===== src/hdl/dhtil_pkg.sv =====
// Package with field widths, codes and controller/datapath structs of the hash table.
package dhtil_pkg;

   localparam int ID_W     = 31;
   localparam int HANDLE_W = 16;
   localparam int INDEX_W  = 10;

   localparam logic CMD_LOOKUP = 1'b0;
   localparam logic CMD_INSERT = 1'b1;

   typedef enum logic [1:0] {
      STATUS_FOUND     = 2'd0,
      STATUS_NOT_FOUND = 2'd1,
      STATUS_INSERTED  = 2'd2,
      STATUS_FULL      = 2'd3
   } status_type;

   typedef struct packed {
      logic       clear_en;
      logic       load_item;
      logic       div_run;
      logic       save_home;
      logic       save_stepmod;
      logic       probe_start;
      logic       advance;
      logic       write_slot;
      logic       finish;
      status_type result_status;
      logic       push;
   } ctrl_cmd_type;

   typedef struct packed {
      logic clear_last;
      logic div_last;
      logic step_fits;
      logic is_insert;
      logic slot_valid;
      logic key_match;
      logic count_full;
      logic next_is_home;
      logic out_free;
   } dp_status_type;

endpackage


===== src/hdl/dhtil_ctrl.sv =====
// Controller state machine sequencing clear, remainder passes and probes.
module dhtil_ctrl import dhtil_pkg::*; (
   input  logic          clock,
   input  logic          reset,
   input  logic          req_valid,
   output logic          req_ready,
   input  dp_status_type status,
   output ctrl_cmd_type  cmd
);

   typedef enum logic [3:0] {
      S_CLEAR,
      S_IDLE,
      S_DIV_ID,
      S_HOME,
      S_DIV_STEP,
      S_SAVE_STEP,
      S_START,
      S_CHECK,
      S_REPLY
   } state_type;

   state_type state_ff, state_in;

   always_ff @(posedge clock) begin
      if (reset) begin
         state_ff <= S_CLEAR;
      end else begin
         state_ff <= state_in;
      end
   end

   assign req_ready = (state_ff == S_IDLE);

   always_comb begin
      state_in = state_ff;
      cmd      = '0;
      case (state_ff)
         S_CLEAR: begin
            cmd.clear_en = 1'b1;
            if (status.clear_last) begin
               state_in = S_IDLE;
            end
         end
         S_IDLE: begin
            if (req_valid) begin
               cmd.load_item = 1'b1;
               state_in      = S_DIV_ID;
            end
         end
         S_DIV_ID: begin
            cmd.div_run = 1'b1;
            if (status.div_last) begin
               state_in = S_HOME;
            end
         end
         S_HOME: begin
            cmd.save_home = 1'b1;
            state_in      = status.step_fits ? S_START : S_DIV_STEP;
         end
         S_DIV_STEP: begin
            cmd.div_run = 1'b1;
            if (status.div_last) begin
               state_in = S_SAVE_STEP;
            end
         end
         S_SAVE_STEP: begin
            cmd.save_stepmod = 1'b1;
            state_in         = S_START;
         end
         S_START: begin
            cmd.probe_start = 1'b1;
            state_in        = S_CHECK;
         end
         S_CHECK: begin
            if (status.is_insert) begin
               if (!status.slot_valid) begin
                  cmd.write_slot    = 1'b1;
                  cmd.finish        = 1'b1;
                  cmd.result_status = STATUS_INSERTED;
                  state_in          = S_REPLY;
               end else if (status.count_full) begin
                  cmd.finish        = 1'b1;
                  cmd.result_status = STATUS_FULL;
                  state_in          = S_REPLY;
               end else begin
                  cmd.advance = 1'b1;
               end
            end else begin
               if (status.count_full) begin
                  cmd.finish        = 1'b1;
                  cmd.result_status = STATUS_NOT_FOUND;
                  state_in          = S_REPLY;
               end else if (status.slot_valid && status.key_match) begin
                  cmd.finish        = 1'b1;
                  cmd.result_status = STATUS_FOUND;
                  state_in          = S_REPLY;
               end else if (status.next_is_home) begin
                  // The probe sequence has wrapped round to the home slot.
                  cmd.finish        = 1'b1;
                  cmd.result_status = STATUS_NOT_FOUND;
                  state_in          = S_REPLY;
               end else begin
                  cmd.advance = 1'b1;
               end
            end
         end
         S_REPLY: begin
            if (status.out_free) begin
               cmd.push = 1'b1;
               state_in = S_IDLE;
            end
         end
         default: begin
            state_in = S_CLEAR;
         end
      endcase
   end

endmodule


===== config.mk =====
export PLATFORM = sky130hd
export DESIGN_NAME = dhtil_ctrl
export DESIGN_NICKNAME = d
export VERILOG_FILES = /design/src/hdl/dhtil_pkg.sv /design/src/hdl/dhtil_ctrl.sv
export SDC_FILE = /design/constraint.sdc
export NUM_CORES = 1
export LEC_CHECK = 0
export BUFFER_PORTS_ARGS = -buffer_cell sky130_fd_sc_hd__buf_2
export CELL_PAD_IN_SITES_DETAIL_PLACEMENT = 0
export CELL_PAD_IN_SITES_GLOBAL_PLACEMENT = 2
export CORE_ASPECT_RATIO = 1.25
export CORE_UTILIZATION = 18
export CTS_CLUSTER_DIAMETER = 40
export DETAILED_ROUTE_END_ITERATION = 8
export HOLD_SLACK_MARGIN = 0.05
export PLACE_DENSITY = 0.77
export SYNTH_ARGS = -nofsm -noshare
export SYNTH_HDL_FRONTEND = slang
export SYNTH_SLANG_ARGS = --single-unit

===== constraint.sdc =====
create_clock -name clock -period 1.5 [get_ports clock]
set_input_delay 0.225 -clock clock [delete_from_list [all_inputs] [get_ports clock]]
set_output_delay 0.225 -clock clock [all_outputs]
set_load 0.03 [all_outputs]

### Word-level counts from Yosys, hierarchy flattened

Cells that the tools add are included.

| operators by class | value |
|---|---|
| equal/unequal tests | 15 |
| multiplexer cells | 37 |
| reductions and logical operators | 4 |

Operators with widths:

| cell | count |
|---|---|
| two-way mux 4 bit | 11 |
| one-hot mux 4 bit (9 select lines) | 1 |
| two-way mux 3 bit | 6 |
| two-way mux 1 bit | 17 |
| equality test 4 x 3 -> 1 bit (second input constant) | 4 |
| != test 2 bit (second input constant) | 5 |
| equality test 4 x 2 -> 1 bit (second input constant) | 2 |
| AND reduction 7 bit | 1 |
| two-way mux 5 bit | 1 |
| != test 5 bit (second input constant) | 1 |
| equality test 4 x 1 -> 1 bit (second input constant) | 1 |
| equality test 4 bit (second input constant) | 1 |
| logical NOT 4 bit | 1 |
| != test 4 bit (second input constant) | 1 |
| two-way mux 2 bit | 1 |
| OR reduction 2 bit | 1 |
| logical AND 1 bit | 1 |

| word-level totals | value |
|---|---|
| register bits | 4 |
| input port bits | 12 |
| logic and storage cells | 57 |

### Logic depth before layout (Yosys ltp)

Gate-level depths: netlist of run 1.

| logic depth | value |
|---|---|
| depth after elaboration | 5 |
| depth in mapped cells | 5 |
| depth with buffers taken out | 4 |

### Worst setup path before layout of run 1

Ideal clock, no wire load.

| timing | value |
|---|---|
| path type | register to output |
| start point | register state_ff[3] |
| end point | output cmd[7] (netlist bit) |
| data arrival time | 1631 ps |
| path slack | -356 ps |
| stages on the path, launching flop included | 3 |
| path buffers | 1 |
| path through | dfxtp_1 -> clkbuf_1 -> nor4b_1 |

RTL lines:

| element | RTL line | source |
|---|---|---|
| start: declaration | dhtil_ctrl.sv:23 | `state_type state_ff, state_in;` |
| start signal: assignment | dhtil_ctrl.sv:29 | `state_ff <= state_in;` |
| end: declaration | dhtil_ctrl.sv:8 | `output ctrl_cmd_type cmd` |

==> impl_metrics.ini, run 1 <==
[outcome]
outcome = finished, violations left
violations = setup timing

[sta]
hold_viol_final = 0
setup-violations-final = 7
fmax_ghz = 0.633
max_slew_margin = 0.780
period_needed_ps = 1580
hold_ws_ps = 226
finalClockSkew_ps = 1.62
maxSlewViolCount = 0
fin_crit_sh = 1.05
fin_ws_ps = -80.2
grt_setup_unrepaired = true
tightest_slew_ps = 327

[synth]
syn_area_per_cell_um2 = 7.42
synth_cell_types = 30
syn-num-nets = 69
yosysWarnings = 0
netlist_area_um2 = 423
netlist_instances = 57
synth_seq_area_share = 0.189
ys_ff_latch = 4

[global_route]
grt_pass1_wl_mm = 2.07
grt_use_total = 0.108
grt_pass1_vias = 547
grt_overflow = 0
antenna_found_initial = 0
grt_max_degree = 9

[critical_path]
critPathMaxStageDelay_ps = 380
worst_ep_required_time_ps = 1270
timing.critical_path.cells = nand2_1, or3_4, a211oi_4, buf_6
worstSetupPathType = flip-flop to output port
slowest_stage = dfxtp_4
end_kind = output port
critPathLaunchType = flip-flop
crit_fanout = 6
critPathArrivalTime_ps = 1360

[power_and_ir_drop]
p_leak_nw = 0.338
p_per_area_mw_per_mm2 = 1520
switching_share = 0.455
irDropWorstVdd_mv = 0.577
internal_power_w = 0.000655
p_sw_w = 0.000547
comb_power_share = 0.706
clkPwrFrac = 0.113
p_seq_frac = 0.181

[cells_and_area]
largestRegisters = state_ff: 4 flops
largest_register_ffs = 4
multi_input_area_um2 = 393
final_layout_size_suffix_gt1_frac = 0.621
seq_area_um2 = 92.6
largest-register = state_ff
fill_cells = 236
nets = 101
diodes = 0
area_growth_pct = 86.7

[routing]
drt-met1-wl_um = 477
final_antenna_net_count = 0
post_drt_wl_per_cell_um = 11.3
num_vias = 537
top_layer = met4
wl_met3_um = 36
via_per_inst = 4.55
first_iter_violations = 1
met2_length_um = 801
dr.pass1.iters = 2
drt-total-wl_mm = 1.33
drc_errors = 0

[place]
dp_hpwl_mm = 1.08
pre_cts_ws_ps = -20.4
port_buffers = 24
gp_congestion = 0.741

[die]
fp.dieW_um = 45.4
pin_count = 25
initial_core_util = 0.191
fp.dieH_um = 56.2
core_area_mm2 = 0.00221
die_area_mm2 = 0.00255
placementRows = 19

[cts]
cts_tree = built
clk_pin_slew_ps = 40
htreeDepth = 1
clockRootBuffer = clkbuf_4
cts_buffers = 3
insertion_delay_ps = 230
cts_buffer_depth = 2
cts.sinks = 4

[min_path]
hp-class = input port to flip-flop

[job]
cap_violations = 0
## final cells by class
type	count	share of cell area
Inverter	5	0.0238
Tap cell	31	0.0491
Timing Repair Buffer	31	0.284
Sequential cell	4	0.117
Clock buffer	3	0.0285
Multi-Input combinational cell	44	0.498
## per-stage QoR
step                total power [W]  area, µm²  instances  utilization  setup TNS, ps
floorplan                  0.000679        473         57            -          -62.3
global placement           0.000852        649        114        0.294          -71.8
detailed placement         0.000857        649        114        0.294          -31.4
CTS                         0.00115        754        118        0.341           -333
global route                0.00128        790        118        0.357           -805
finish                      0.00120        790        118        0.357           -346
## critical path, delay by kind of cell (launching register included)
family / cells / cell delay (ps)
flops: 1 / 380
simple gates: 2 / 420
buf+inv: 1 / 160
compound gates: 1 / 170
## power groups by stage
stage	clock [W]	combinational [W]	sequential [W]
floorplan	0	0.000528	0.000151
global placement	0	0.000657	0.000196
detailed placement	0	0.000658	0.000199
CTS	0.000140	0.000790	0.000216
global route	0.000143	0.000910	0.000225
finish	0.000135	0.000849	0.000218
## layer usage
metal  up-vias  global-route usage
met4         0              0.0390
met5         -                   0
li1        270                   -
met1       251               0.107
met2        14               0.215
met3         2             0.00974
## synth_stat cells
cell / instances / share of area
a211oi_1: 1 / 0.018
nand2_1: 5 / 0.044
xor2_1: 1 / 0.021
o31ai_1: 1 / 0.018
a21oi_1: 4 / 0.047
o41a_1: 1 / 0.027
inv_1: 5 / 0.044
a211oi_2: 1 / 0.030
o21bai_1: 1 / 0.018
a22o_1: 1 / 0.021
dfxtp_1: 4 / 0.19
nor4b_1: 1 / 0.021
nor4_1: 2 / 0.030
nor4b_2: 1 / 0.035
nand2b_1: 3 / 0.044
o2111a_1: 1 / 0.027
clkbuf_1: 1 / 0.0089
and4b_4: 1 / 0.033
nor3_1: 4 / 0.047
mux2i_1: 2 / 0.047
a211o_1: 1 / 0.021
and3_1: 1 / 0.015
and2_1: 1 / 0.015
nand3b_1: 1 / 0.018
o32ai_1: 1 / 0.021
or3_1: 2 / 0.030
xnor2_1: 1 / 0.021
nor2b_1: 2 / 0.030
nor2_1: 3 / 0.027
buf_2: 3 / 0.035
## worst paths after layout
kind | start | depth (start not counted) | end | slack (ps)
setup / recovery | state_ff[2]$_SDFFE_PP0P_ | 4 | cmd[1] | -80
hold / removal | reset | 2 | state_ff[3]$_SDFFE_PP0P_ | 230
setup reg to reg | state_ff[3]$_SDFFE_PP0P_ | 4 | state_ff[1]$_SDFFE_PP0P_ | 20
hold reg to reg | state_ff[3]$_SDFFE_PP0P_ | 2 | state_ff[3]$_SDFFE_PP0P_ | 570
## cells in the final DEF, fill, tap and decap left out
master	count
a21oi_1	4
nor4b_4	1
nor4_4	1
a211o_1	1
o31ai_1	1
nor2_1	2
o21bai_1	1
inv_2	1
o41a_1	1
and3_1	1
nand2_1	5
nand3b_1	1
a211oi_2	1
o2111a_2	1
nand2b_1	3
and4b_4	1
nor3_1	2
o32ai_1	1
nor4b_2	1
buf_6	7
nor4_2	1
clkbuf_4	3
and2_4	1
inv_1	4
nor3_2	2
dfxtp_4	3
nor2_4	1
buf_4	10
or3_4	2
dfxtp_2	1
a22o_1	1
mux2i_1	2
a211oi_4	1
xor2_1	1
buf_2	14
xnor2_2	1
nor2b_1	2
## cells by family after synthesis
kind of cell    synth area share
simple gates               0.388
mux                       0.0473
flops                      0.189
xor+xnor                  0.0414
buf+inv                   0.0887
compound gates             0.246
## timing repair
| action | in CTS | in global routing |
|---|---|---|
| endpoints found under the setup margin | 13 | 14 |
| pin swaps | 4 | 5 |
| hold buffers | 0 | 0 |
| setup buffers | 1 | 0 |
| resized for setup | 26 | 8 |
Power figures use the tool's default switching activity.
==> inputs of run 2 (changes only) <==
--- a/config.mk
+++ b/config.mk
@@ -14,6 +14,7 @@
 export DETAILED_ROUTE_END_ITERATION = 8
 export HOLD_SLACK_MARGIN = 0.05
 export PLACE_DENSITY = 0.77
+export SETUP_SLACK_MARGIN = 0.15
 export SYNTH_ARGS = -nofsm -noshare
 export SYNTH_HDL_FRONTEND = slang
 export SYNTH_SLANG_ARGS = --single-unit
==> run 2 against run 1 <==
  * The flow still finishes with violations (setup timing)
  * Clock power up 7%
  * Routed wire length up 15%
  * Register-to-register slack about the same
  * Hold slack worse by 4.1 ps
  * Design area up 30%
  * Power up 28%
  * Die area unchanged
  * Largest cell class unchanged
==> impl_metrics.ini, run 2 (synthesis gave the netlist of run 1 again) <==
[outcome]
outcome = finished, violations left
violations = setup timing

[critical_path]
critPathMaxStageDelay_ps = 410
end_kind = output port
worst_ep_required_time_ps = 1270
path_common_cell = buf_6
critPathArrivalTime_ps = 1360
critPathLaunchType = flip-flop
timing.critical_path.cells = buf_6, or3_4, nor2_4, buf_6
slowest_stage = or3_4
crit_fanout = 5
worstSetupPathType = flip-flop to output port
worst_path_dominant_cell_family = simple AND/OR/NAND/NOR gates
cp_num_buf_inv = 2

[cells_and_area]
nets = 115
largestRegisters = state_ff: 4 flops
diodes = 0
largest_register_ffs = 4
largest-register = state_ff
area_growth_pct = 143
final_layout_size_suffix_gt1_frac = 0.772
final_common_cell = buf_6
fill_cells = 213
final_cell_mix = buf_6 (20), buf_4 (14), buf_2 (11)

[global_route]
grt_pass1_wl_mm = 2.54
grt_max_degree = 7
antenna_found_initial = 0
grt_use_total = 0.138
grt_overflow = 0
grt_pass1_vias = 604

[routing]
drt-met1-wl_um = 550
num_vias = 596
via_per_inst = 4.52
drc_errors = 0
met2_length_um = 898
dr.pass1.iters = 3
top_layer = met4
final_antenna_net_count = 0
post_drt_wl_per_cell_um = 11.6
first_iter_violations = 4
drt-total-wl_mm = 1.53
wl_met3_um = 39

[cts]
htreeDepth = 1
cts_tree = built
holdBufCountCts = 0
cts_buffers = 3
insertion_delay_ps = 250
clk_pin_slew_ps = 40
cts_buffer_depth = 2
cts.sinks = 4
clockRootBuffer = clkbuf_4

[sta]
tightest_slew_ps = 295
fin_ws_ps = -83.0
hold_viol_final = 0
period_needed_ps = 1580
finalClockSkew_ps = 4.12
setup-violations-final = 7
fin_crit_sh = 1.06
grt_setup_unrepaired = true
maxSlewViolCount = 0
fmax_ghz = 0.632
max_slew_margin = 0.802

[place]
port_buffers = 24
pre_cts_ws_ps = 23.2
gp_congestion = 0.788
dp_hpwl_mm = 1.13

[power_and_ir_drop]
p_per_area_mw_per_mm2 = 1490
p_sw_w = 0.000669
p_leak_nw = 0.440
power_w = 0.00153
comb_power_share = 0.772
clkPwrFrac = 0.094
internal_power_w = 0.000866
switching_share = 0.436
irDropWorstVdd_mv = 0.614
p_seq_frac = 0.134

[die]
placementRows = 19
die_area_mm2 = 0.00255
pin_count = 25
initial_core_util = 0.191
fp.dieH_um = 56.2
fp.dieW_um = 45.4
core_area_mm2 = 0.00221

[job]
cap_violations = 0

[min_path]
hp-class = input port to flip-flop
-- run 2: changes by cell type in the layout (fill, tap and decap cells not counted), moves of 2 or more --
cell	change
buf_4	+4
nor3_1	-2
nand2_1	-2
buf_6	+13
nor3_4	+3
buf_2	-3
-- run 2: worst reg2reg max path, cell delays in order (launching register included) --
cell     delay, ps
dfxtp_4        360
buf_6          120
or3_4          410
buf_6          130
a211o_1        250
mux2i_1        130
-- run 2: final timing paths --
check	start	endpoint	slack, ps	cells past startpoint
worst max-delay path	state_ff[1]$_SDFFE_PP0P_	cmd[11]	-80	4
worst min-delay path	reset	state_ff[3]$_SDFFE_PP0P_	220	2
worst max register to register	state_ff[1]$_SDFFE_PP0P_	state_ff[0]$_SDFFE_PP0P_	30	5
worst min register to register	state_ff[0]$_SDFFE_PP0P_	state_ff[3]$_SDFFE_PP0P_	680	4
-- run 2: what timing repair did --
item	in CTS	in global routing
endpoints found under the hold margin	0	0
resized for setup	44	15
setup endpoints to repair	16	16
buffers inserted	8	0
pin swaps	8	8
-- run 2: final cells by class --
class,instances,area [µm²],area share
multi-input combinational,44,467,0.454
tap,31,38.8,0.0378
sequential,4,95.1,0.0926
timing repair buffer,45,385,0.375
inverter,5,18.8,0.0183
clock buffer,3,22.5,0.0219
-- run 2: stage by stage --
stage          TNS, ps  utilization  hold slack (ps)  std cells  instance area, µm²
6_report          -371        0.465              222        132                1030
5_1_grt           -960        0.465              216        132                1030
4_1_cts           -452        0.431              213        132                 952
3_5_place_dp         0        0.329              476        121                 727
3_3_place_gp         0        0.329              460        121                 727
2_1_floorplan    -36.0            -              287         57                 504
-- run 2: layer usage --
| layer | global-route usage | vias up |
|---|---|---|
| li1 | - | 299 |
| met1 | 0.136 | 277 |
| met2 | 0.244 | 16 |
| met3 | 0.0195 | 4 |
| met4 | 0.104 | 0 |
| met5 | 0 | - |
-- run 2: power by group through the flow --
stage	sequential, W	combinational, W	clock (W)
floorplan	0.000154	0.000566	0
global placement	0.000179	0.000752	0
detailed placement	0.000183	0.000753	0
CTS	0.000203	0.00107	0.000149
global route	0.000214	0.00124	0.000171
finish	0.000206	0.00118	0.000145
